--- src/ffa_pkg.sv ---
// Shared types and constants of the first-fit heap allocator.
package ffa_pkg;

  localparam int HEAP_BYTES_DEF   = 65536;
  localparam int HEADER_BYTES_DEF = 32;
  localparam int MAX_BLOCKS_DEF   = 64;

  localparam logic [16:0] ALIGN_ADD   = 17'd15;
  localparam logic [16:0] ALIGN_MASK  = ~17'd15;
  localparam logic [17:0] SPLIT_SLACK = 18'd32;
  localparam logic [16:0] ARENA_RESET = 17'd65536;

  localparam logic CMD_ALLOC = 1'b0;
  localparam logic CMD_FREE  = 1'b1;

  typedef struct packed {
    logic [15:0] off;
    logic [15:0] pay;
    logic        free;
  } entry_t;

  typedef struct packed {
    logic hit;
    logic split;
  } match_t;

endpackage

--- src/ffa_table.sv ---
// Block table memory: one write port, one registered read port.
module ffa_table #(
  parameter int DEPTH = ffa_pkg::MAX_BLOCKS_DEF,
  parameter int AW    = $clog2(DEPTH)
) (
  input  logic                   clk,
  input  logic                   we,
  input  logic [AW-1:0]          waddr,
  input  ffa_pkg::entry_t        wdata,
  input  logic [AW-1:0]          raddr,
  output ffa_pkg::entry_t        rdata
);

  ffa_pkg::entry_t mem [DEPTH];

  always_ff @(posedge clk) begin
    if (we) begin
      mem[waddr] <= wdata;
    end
    rdata <= mem[raddr];
  end

endmodule

--- src/ffa_alu.sv ---
// Shared compare unit: tests one table entry against the current command.
module ffa_alu #(
  parameter int HEADER_BYTES = ffa_pkg::HEADER_BYTES_DEF
) (
  input  ffa_pkg::entry_t e,
  input  logic            cmd,
  input  logic [16:0]     size,
  input  logic [17:0]     split_th,
  input  logic [15:0]     faddr,
  output ffa_pkg::match_t m
);

  logic [16:0] pay_addr;

  always_comb begin
    pay_addr = {1'b0, e.off} + 17'(HEADER_BYTES);
    m.split  = {2'b00, e.pay} > split_th;
    if (cmd == ffa_pkg::CMD_ALLOC) begin
      m.hit = e.free && ({1'b0, e.pay} >= size);
    end else begin
      m.hit = pay_addr == {1'b0, faddr};
    end
  end

endmodule

--- src/first_fit_heap_allocator.sv ---
// First-fit heap allocator: top level with the command sequencer.
// One command is worked at a time; s_tready is high only between commands, and
// an arena_size write is taken only then too, ahead of any waiting item.
// Each table entry visited takes a memory read state, then a check state; an
// allocate reads and checks entries up to the first fit, then for a split
// moves every later entry up by one (read, then write) before writing the two
// halves; a free finds its entry the same way and then runs a merge pass over
// all entries that rewrites the table. The block table memory has one write
// port and one registered read port. After reset and after each arena_size
// write, the S_INIT state rebuilds the table.
module first_fit_heap_allocator #(
  parameter int HEAP_BYTES   = ffa_pkg::HEAP_BYTES_DEF,
  parameter int HEADER_BYTES = ffa_pkg::HEADER_BYTES_DEF,
  parameter int MAX_BLOCKS   = ffa_pkg::MAX_BLOCKS_DEF
) (
  input  logic        clk,
  input  logic        rst,
  input  logic        s_tvalid,
  output logic        s_tready,
  input  logic [31:0] s_tdata,   // request_size[15:0], free_address[31:16]
  input  logic        s_tuser,   // cmd
  output logic        m_tvalid,
  input  logic        m_tready,
  output logic [15:0] m_tdata,   // address[15:0]
  output logic        m_tuser,   // ok
  input  logic        cfg_valid,
  output logic        cfg_ready,
  input  logic [16:0] cfg_data
);

  localparam int AW = $clog2(MAX_BLOCKS);
  localparam int CW = $clog2(MAX_BLOCKS + 1);

  typedef enum logic [11:0] {
    S_INIT    = 12'b000000000001,
    S_IDLE    = 12'b000000000010,
    S_RD      = 12'b000000000100,
    S_CHK     = 12'b000000001000,
    S_SH_RD   = 12'b000000010000,
    S_SH_WR   = 12'b000000100000,
    S_WR_A    = 12'b000001000000,
    S_WR_B    = 12'b000010000000,
    S_MG_RD   = 12'b000100000000,
    S_MG_CHK  = 12'b001000000000,
    S_MG_LAST = 12'b010000000000,
    S_DONE    = 12'b100000000000
  } state_t;

  state_t          state;
  logic [16:0]     arena;
  logic [CW-1:0]   count;
  logic            cmd;
  logic [16:0]     size;
  logic [17:0]     split_th;
  logic [15:0]     faddr;
  logic [CW-1:0]   j;
  logic [AW-1:0]   s;
  logic [AW-1:0]   k;
  logic [AW-1:0]   w;
  logic            have;
  ffa_pkg::entry_t cur;
  logic [15:0]     res_addr;
  logic            res_ok;

  logic            we;
  logic [AW-1:0]   waddr;
  ffa_pkg::entry_t wdata;
  logic [AW-1:0]   raddr;
  ffa_pkg::entry_t rdata;
  ffa_pkg::entry_t mg_e;
  ffa_pkg::match_t m;
  logic [16:0]     arena_clip;
  logic [16:0]     size_rnd;

  ffa_table #(.DEPTH(MAX_BLOCKS), .AW(AW)) u_table (
    .clk  (clk),
    .we   (we),
    .waddr(waddr),
    .wdata(wdata),
    .raddr(raddr),
    .rdata(rdata)
  );

  ffa_alu #(.HEADER_BYTES(HEADER_BYTES)) u_alu (
    .e       (rdata),
    .cmd     (cmd),
    .size    (size),
    .split_th(split_th),
    .faddr   (faddr),
    .m       (m)
  );

  assign s_tready  = (state == S_IDLE) && !cfg_valid;
  assign cfg_ready = state == S_IDLE;

  always_comb begin
    arena_clip = (arena > 17'(HEAP_BYTES)) ? 17'(HEAP_BYTES) : arena;
    size_rnd   = ({1'b0, s_tdata[15:0]} + ffa_pkg::ALIGN_ADD) & ffa_pkg::ALIGN_MASK;
    mg_e       = rdata;
    if (j[AW-1:0] == k) begin
      mg_e.free = 1'b1;
    end
  end

  // Memory ports follow the state.
  always_comb begin
    we    = 1'b0;
    waddr = '0;
    wdata = '0;
    raddr = '0;
    case (state)
      S_INIT: begin
        we         = 1'b1;
        wdata.off  = '0;
        wdata.pay  = (arena_clip > 17'(HEADER_BYTES)) ?
                     16'(arena_clip - 17'(HEADER_BYTES)) : 16'd0;
        wdata.free = 1'b1;
      end
      S_RD:    raddr = j[AW-1:0];
      S_SH_RD: raddr = s;
      S_SH_WR: begin
        we    = 1'b1;
        waddr = s + AW'(1);
        wdata = rdata;
      end
      S_CHK: begin
        if (m.hit && cmd == ffa_pkg::CMD_ALLOC &&
            !(m.split && count < CW'(MAX_BLOCKS))) begin
          we         = 1'b1;
          waddr      = j[AW-1:0];
          wdata      = rdata;
          wdata.free = 1'b0;
        end
      end
      S_WR_A: begin
        we    = 1'b1;
        waddr = j[AW-1:0];
        wdata = '{off: cur.off, pay: size[15:0], free: 1'b0};
      end
      S_WR_B: begin
        we         = 1'b1;
        waddr      = j[AW-1:0] + AW'(1);
        wdata.off  = 16'({1'b0, cur.off} + 17'(HEADER_BYTES) + size);
        wdata.pay  = 16'({1'b0, cur.pay} - size - 17'(HEADER_BYTES));
        wdata.free = 1'b1;
      end
      S_MG_RD: raddr = j[AW-1:0];
      S_MG_CHK: begin
        if (have && !(cur.free && mg_e.free)) begin
          we    = 1'b1;
          waddr = w;
          wdata = cur;
        end
      end
      S_MG_LAST: begin
        we    = 1'b1;
        waddr = w;
        wdata = cur;
      end
      default: ;
    endcase
  end

  always_ff @(posedge clk) begin
    if (rst) begin
      state    <= S_INIT;
      arena    <= ffa_pkg::ARENA_RESET;
      count    <= CW'(1);
      m_tvalid <= 1'b0;
    end else begin
      // drop the item once taken, unless a new result replaces it
      if (m_tvalid && m_tready && state != S_DONE) begin
        m_tvalid <= 1'b0;
      end
      if (cfg_valid && cfg_ready) begin
        arena <= cfg_data;
        state <= S_INIT;
      end else begin
        case (state)
          S_INIT: begin
            count <= CW'(1);
            state <= S_IDLE;
          end
          S_IDLE: begin
            if (s_tvalid) begin
              cmd      <= s_tuser;
              size     <= size_rnd;
              split_th <= {1'b0, size_rnd} + 18'(HEADER_BYTES) + ffa_pkg::SPLIT_SLACK;
              faddr    <= s_tdata[31:16];
              j        <= '0;
              state    <= S_RD;
            end
          end
          S_RD: begin
            if (j == count) begin
              res_addr <= '0;
              res_ok   <= 1'b0;
              state    <= S_DONE;
            end else begin
              state <= S_CHK;
            end
          end
          S_CHK: begin
            if (!m.hit) begin
              j     <= j + CW'(1);
              state <= S_RD;
            end else if (cmd == ffa_pkg::CMD_FREE) begin
              k     <= j[AW-1:0];
              j     <= '0;
              w     <= '0;
              have  <= 1'b0;
              state <= S_MG_RD;
            end else begin
              cur <= rdata;
              if (m.split && count < CW'(MAX_BLOCKS)) begin
                s <= AW'(count - CW'(1));
                if (count - CW'(1) > j) begin
                  state <= S_SH_RD;
                end else begin
                  state <= S_WR_A;
                end
              end else begin
                res_addr <= 16'({1'b0, rdata.off} + 17'(HEADER_BYTES));
                res_ok   <= 1'b1;
                state    <= S_DONE;
              end
            end
          end
          S_SH_RD: state <= S_SH_WR;
          S_SH_WR: begin
            if (CW'(s) == j + CW'(1)) begin
              state <= S_WR_A;
            end else begin
              s     <= s - AW'(1);
              state <= S_SH_RD;
            end
          end
          S_WR_A: state <= S_WR_B;
          S_WR_B: begin
            count    <= count + CW'(1);
            res_addr <= 16'({1'b0, cur.off} + 17'(HEADER_BYTES));
            res_ok   <= 1'b1;
            state    <= S_DONE;
          end
          S_MG_RD: begin
            if (j == count) begin
              state <= S_MG_LAST;
            end else begin
              state <= S_MG_CHK;
            end
          end
          S_MG_CHK: begin
            have <= 1'b1;
            if (!have) begin
              cur <= mg_e;
            end else if (cur.free && mg_e.free) begin
              cur.pay <= cur.pay + mg_e.pay + 16'(HEADER_BYTES);
            end else begin
              w   <= w + AW'(1);
              cur <= mg_e;
            end
            j     <= j + CW'(1);
            state <= S_MG_RD;
          end
          S_MG_LAST: begin
            count    <= CW'(w) + CW'(1);
            res_addr <= '0;
            res_ok   <= 1'b1;
            state    <= S_DONE;
          end
          S_DONE: begin
            // hold the result until the output register is free
            if (!m_tvalid || m_tready) begin
              m_tvalid <= 1'b1;
              m_tdata  <= res_addr;
              m_tuser  <= res_ok;
              state    <= S_IDLE;
            end
          end
          default: state <= S_INIT;
        endcase
      end
    end
  end

  a_count_range: assert property (@(posedge clk) disable iff (rst)
    state != S_INIT |-> (count >= CW'(1) && count <= CW'(MAX_BLOCKS)))
    else $error("block count out of range");

  a_accept_busy: assert property (@(posedge clk) disable iff (rst)
    (s_tvalid && s_tready && !cfg_valid) |=> state == S_RD)
    else $error("accepted item did not start a search");

  a_fail_zero: assert property (@(posedge clk) disable iff (rst)
    (m_tvalid && !m_tuser) |-> m_tdata == 16'd0)
    else $error("failed result carries an address");

  a_done_out: assert property (@(posedge clk) disable iff (rst)
    (state == S_DONE && (!m_tvalid || m_tready) && !cfg_valid) |=> m_tvalid)
    else $error("result not presented");

endmodule
--- config.mk ---
export PLATFORM = sky130hd
export DESIGN_NAME = first_fit_heap_allocator
export DESIGN_NICKNAME = d
export VERILOG_FILES = /design/src/ffa_pkg.sv /design/src/ffa_table.sv /design/src/ffa_alu.sv /design/src/first_fit_heap_allocator.sv
export SDC_FILE = /design/constraint.sdc
export NUM_CORES = 2
export LEC_CHECK = 0
export BUFFER_PORTS_ARGS = -buffer_cell sky130_fd_sc_hd__buf_2
export CORE_UTILIZATION = 38
export CTS_CLUSTER_SIZE = 25
export DETAILED_ROUTE_END_ITERATION = 8
export SYNTH_ARGS = -nofsm -noshare
export SYNTH_HDL_FRONTEND = slang
export SYNTH_HIERARCHICAL = 1
export SYNTH_SLANG_ARGS = --single-unit
--- constraint.sdc ---
create_clock -name clk -period 8.5 [get_ports clk]
set_input_delay 0.425 -clock clk [delete_from_list [all_inputs] [get_ports clk]]
set_output_delay 0.425 -clock clk [all_outputs]
set_load 0.05 [all_outputs]
==> results.cfg <==
[clock_tree]
cts_made_buffers = 228
post_cts_resized = 0
clockBufferDepth = 3
cts_setup_buffers = 0
cts.clk_slew.worst_paths_ps = 60
cts.htree.levels = 4
cts_tree = done
cts_hold_buffers = 42
cts_num_sinks = 2317
root_buffer = clkbuf_16
clk_latency_ps = 890

[yosys]
synthFlopType = edfxtp_1
synthCells = 4964
synth_edf_count = 2247
ys_seq_elements = 2317
yosys_warnings = 6
seq_area_frac_synth = 0.736
netlist_area_mm2 = 0.0936
ys_types = 93
synth.avg_cell_area_um2 = 18.9
ys_async_sr_fraction = 0

[setup_path]
crit_path_max_fanout = 26
worst_ep_arrival_time_ps = 7110
end_kind = flip-flop
start_kind = flip-flop
rr_startpoint = split_th[4]
path_class = reg2reg
rr_endpoint = u_table/mem[0][17]
critical_path.endpoint = u_table/mem[0][17]
ff2ff_path_depth = 17
cp.required_ps = 9090
startpoint = split_th[4]
timing.reg2reg.setup_slack_ps = 1970

[placement]
gp_congestion = 0.856
placed_cell_area_mm2 = 0.0988
pre_cts_slack_ps = 2050
portBuffers = 74
place_hpwl_um = 158000
place_inst = 8124

[detailed_routing]
drc = 0
dr.first_iter.drc_count = 6755
detail_route.vias_per_cell = 5.81
num_vias = 50000
routedWlPerCell_um = 29.8
antenna_left = 0
first_pass_iters = 6
wirelength_um = 257000

[final_layout]
area_delta_synth_final_pct = 14.0
final_layout_size_suffix_gt1_frac = 0.220
final_cell_count_no_fill = 8609
post-route-util = 0.437
fillCellCount = 20800
stdcell_area_mm2 = 0.107
fin_nets = 5366

[power]
leakage_nw = 30.7
sw_frac_of_total = 0.242
vdd_drop_max_v = 0.000199
power_frac_seq = 0.519
power.switching_mw = 6.17
combPwrFrac = 0.085
clockPowerShare = 0.396
internal_power_mw = 19.3
p_per_area_mw_per_mm2 = 239
fin_total_pwr_mw = 25.5

[timing]
max_slew_margin = 0.0213
skew_ps = 65.5
hold_viol_final = 0
fin_hold_ws_ps = 72.2
rsz0062_at_grt = false
fin_crit_sh = 0.768
tightest_slew_ps = 1460
finalSetupViolCount = 0
slew_viol_final = 0
fin_tns_setup_ps = 0
setup_slack_ps = 1970
max_clock_freq_ghz = 0.153
post-route-min-period_ps = 6530

[floorplan]
die_w_um = 498
initial_core_util = 0.383
core-area_mm2 = 0.244
ios = 75
die_h_um = 498
fp.dieArea_mm2 = 0.248
std_cell_rows = 181

[global_routing]
antenna_found_initial = 29
grt-ovfl-total = 0
first_global_vias = 48500
grt_max_degree = 92
grt_pass1_wl_um = 363000
track_usage = 0.204

[min_path]
hp-start = s_tdata[6]
hold_class = in2reg

[status]
outcome = finished, violations left
failed_checks = max-capacitance violations

[run]
maxCapViolCount = 1
## kinds of logic after synthesis
kind of cell	after synthesis	synth area share
xor+xnor	135	0.0126
mux	610	0.130
fa+ha+maj	118	0.0159
other cells	1	0.0000401
flops	2317	0.736
simple gates	861	0.0464
compound gates	547	0.0408
buf+inv	375	0.0185
## final cells by class
| cell class | instances | area (um^2) | share of cell area |
|---|---|---|---|
| multi-input cells | 2280 | 23800 | 0.223 |
| clock inverters | 143 | 1440 | 0.0135 |
| well taps | 3202 | 4010 | 0.0375 |
| flip-flops and latches | 2317 | 68900 | 0.645 |
| diodes | 13 | 32.5 | 0.000305 |
| repair buffers | 261 | 2050 | 0.0192 |
| inverters | 106 | 403 | 0.00377 |
| clock buffers | 287 | 6100 | 0.0572 |
## synthesized netlist by cell type, types with 11 or more instances
cell / number / area (um^2)
a211oi_1: 41 / 308
a21o_1: 17 / 128
a21oi_1: 72 / 360
a221oi_1: 14 / 123
a22o_1: 16 / 140
a22oi_1: 91 / 683
a31oi_1: 12 / 75.1
and3_1: 38 / 238
buf_2: 71 / 355
buf_4: 13 / 97.6
buf_6: 23 / 259
clkbuf_1: 150 / 563
dfxtp_1: 70 / 1400
edfxtp_1: 2247 / 67500
ha_1: 115 / 1440
inv_1: 104 / 390
mux2i_1: 120 / 1200
mux4_2: 484 / 10900
nand2_1: 235 / 882
nand2b_1: 26 / 163
nand3_1: 120 / 601
nand4_1: 80 / 500
nor2_1: 174 / 653
nor2b_1: 67 / 419
nor3_1: 31 / 155
nor4_1: 11 / 68.8
o21ai_0: 91 / 455
o221ai_1: 58 / 508
o22ai_1: 63 / 394
xnor2_1: 72 / 631
xor2_1: 63 / 552
## placed cells by master (no fill, tap or decap), types with 26 or more instances in the layout
cell,instances
nand2b_1,26
clkbuf_16,231
xnor2_1,72
nor2b_1,62
nor2_1,107
nand4_1,80
inv_1,102
and3_1,38
nor2_4,65
dfxtp_1,70
a21oi_1,72
o22ai_1,63
o221ai_1,57
nand3_1,119
xor2_1,63
clkinv_2,42
a211oi_1,41
clkbuf_1,45
mux4_2,484
a22oi_1,91
ha_1,115
clkinv_1,53
o21ai_0,79
edfxtp_1,2247
dlygate4sd3_1,42
nand2_1,231
nor3_1,31
mux2i_1,120
buf_2,74
buf_4,131
## worst min-delay path by stage
stage	depth (start not counted)	end	slack (ps)
5_1_grt	2	size[9]	50
6_report	3	split_th[6]	70
4_1_cts	2	size[9]	10
2_1_floorplan	0	m_tdata[0]	400
3_3_place_gp	0	m_tdata[7]	400
3_5_place_dp	0	m_tdata[7]	410
## critical path, cell delays in order (launching register included)
cell	delay [ps]
edfxtp_1	460
inv_1	90
ha_1	330
nand4_1	130
o221ai_1	130
a211oi_1	260
a2bb2oi_1	400
o31ai_1	210
nor2b_1	250
and2_1	230
nand2_1	190
nand2b_1	200
o21ai_0	200
nand4_1	690
or3_1	780
or2_2	500
nor2_4	840
buf_4	320
## power by group through the flow
| stage | combinational, mW | sequential [mW] | clock, mW |
|---|---|---|---|
| after floorplan | 1.04 | 13.4 | 0 |
| after global placement | 2.09 | 13.5 | 0 |
| after detailed placement | 2.11 | 13.5 | 0 |
| after CTS | 2.13 | 13.2 | 10.3 |
| after global routing | 2.30 | 13.2 | 10.6 |
| final | 2.17 | 13.2 | 10.1 |
## registers in the layout, summed over array words and instances, names as in the netlist, 14 cells and up
| signal | cells |
|---|---|
| m_tdata | 16 |
| res_addr | 16 |
| faddr | 16 |
| cur | 33 |
| u_table/rdata | 33 |
| arena | 17 |
| split_th | 14 |
| u_table/mem | 2112 |
## per-layer routing
metal  share of wire  up-vias  global-route usage
met4           0.028        6              0.0586
li1                -    20800                   -
met3            0.11      344              0.0506
met2            0.44     2427               0.296
met1            0.43    26500               0.303
met5         0.00018        -                   0
Note: power is estimated with default switching activity, not from simulation.
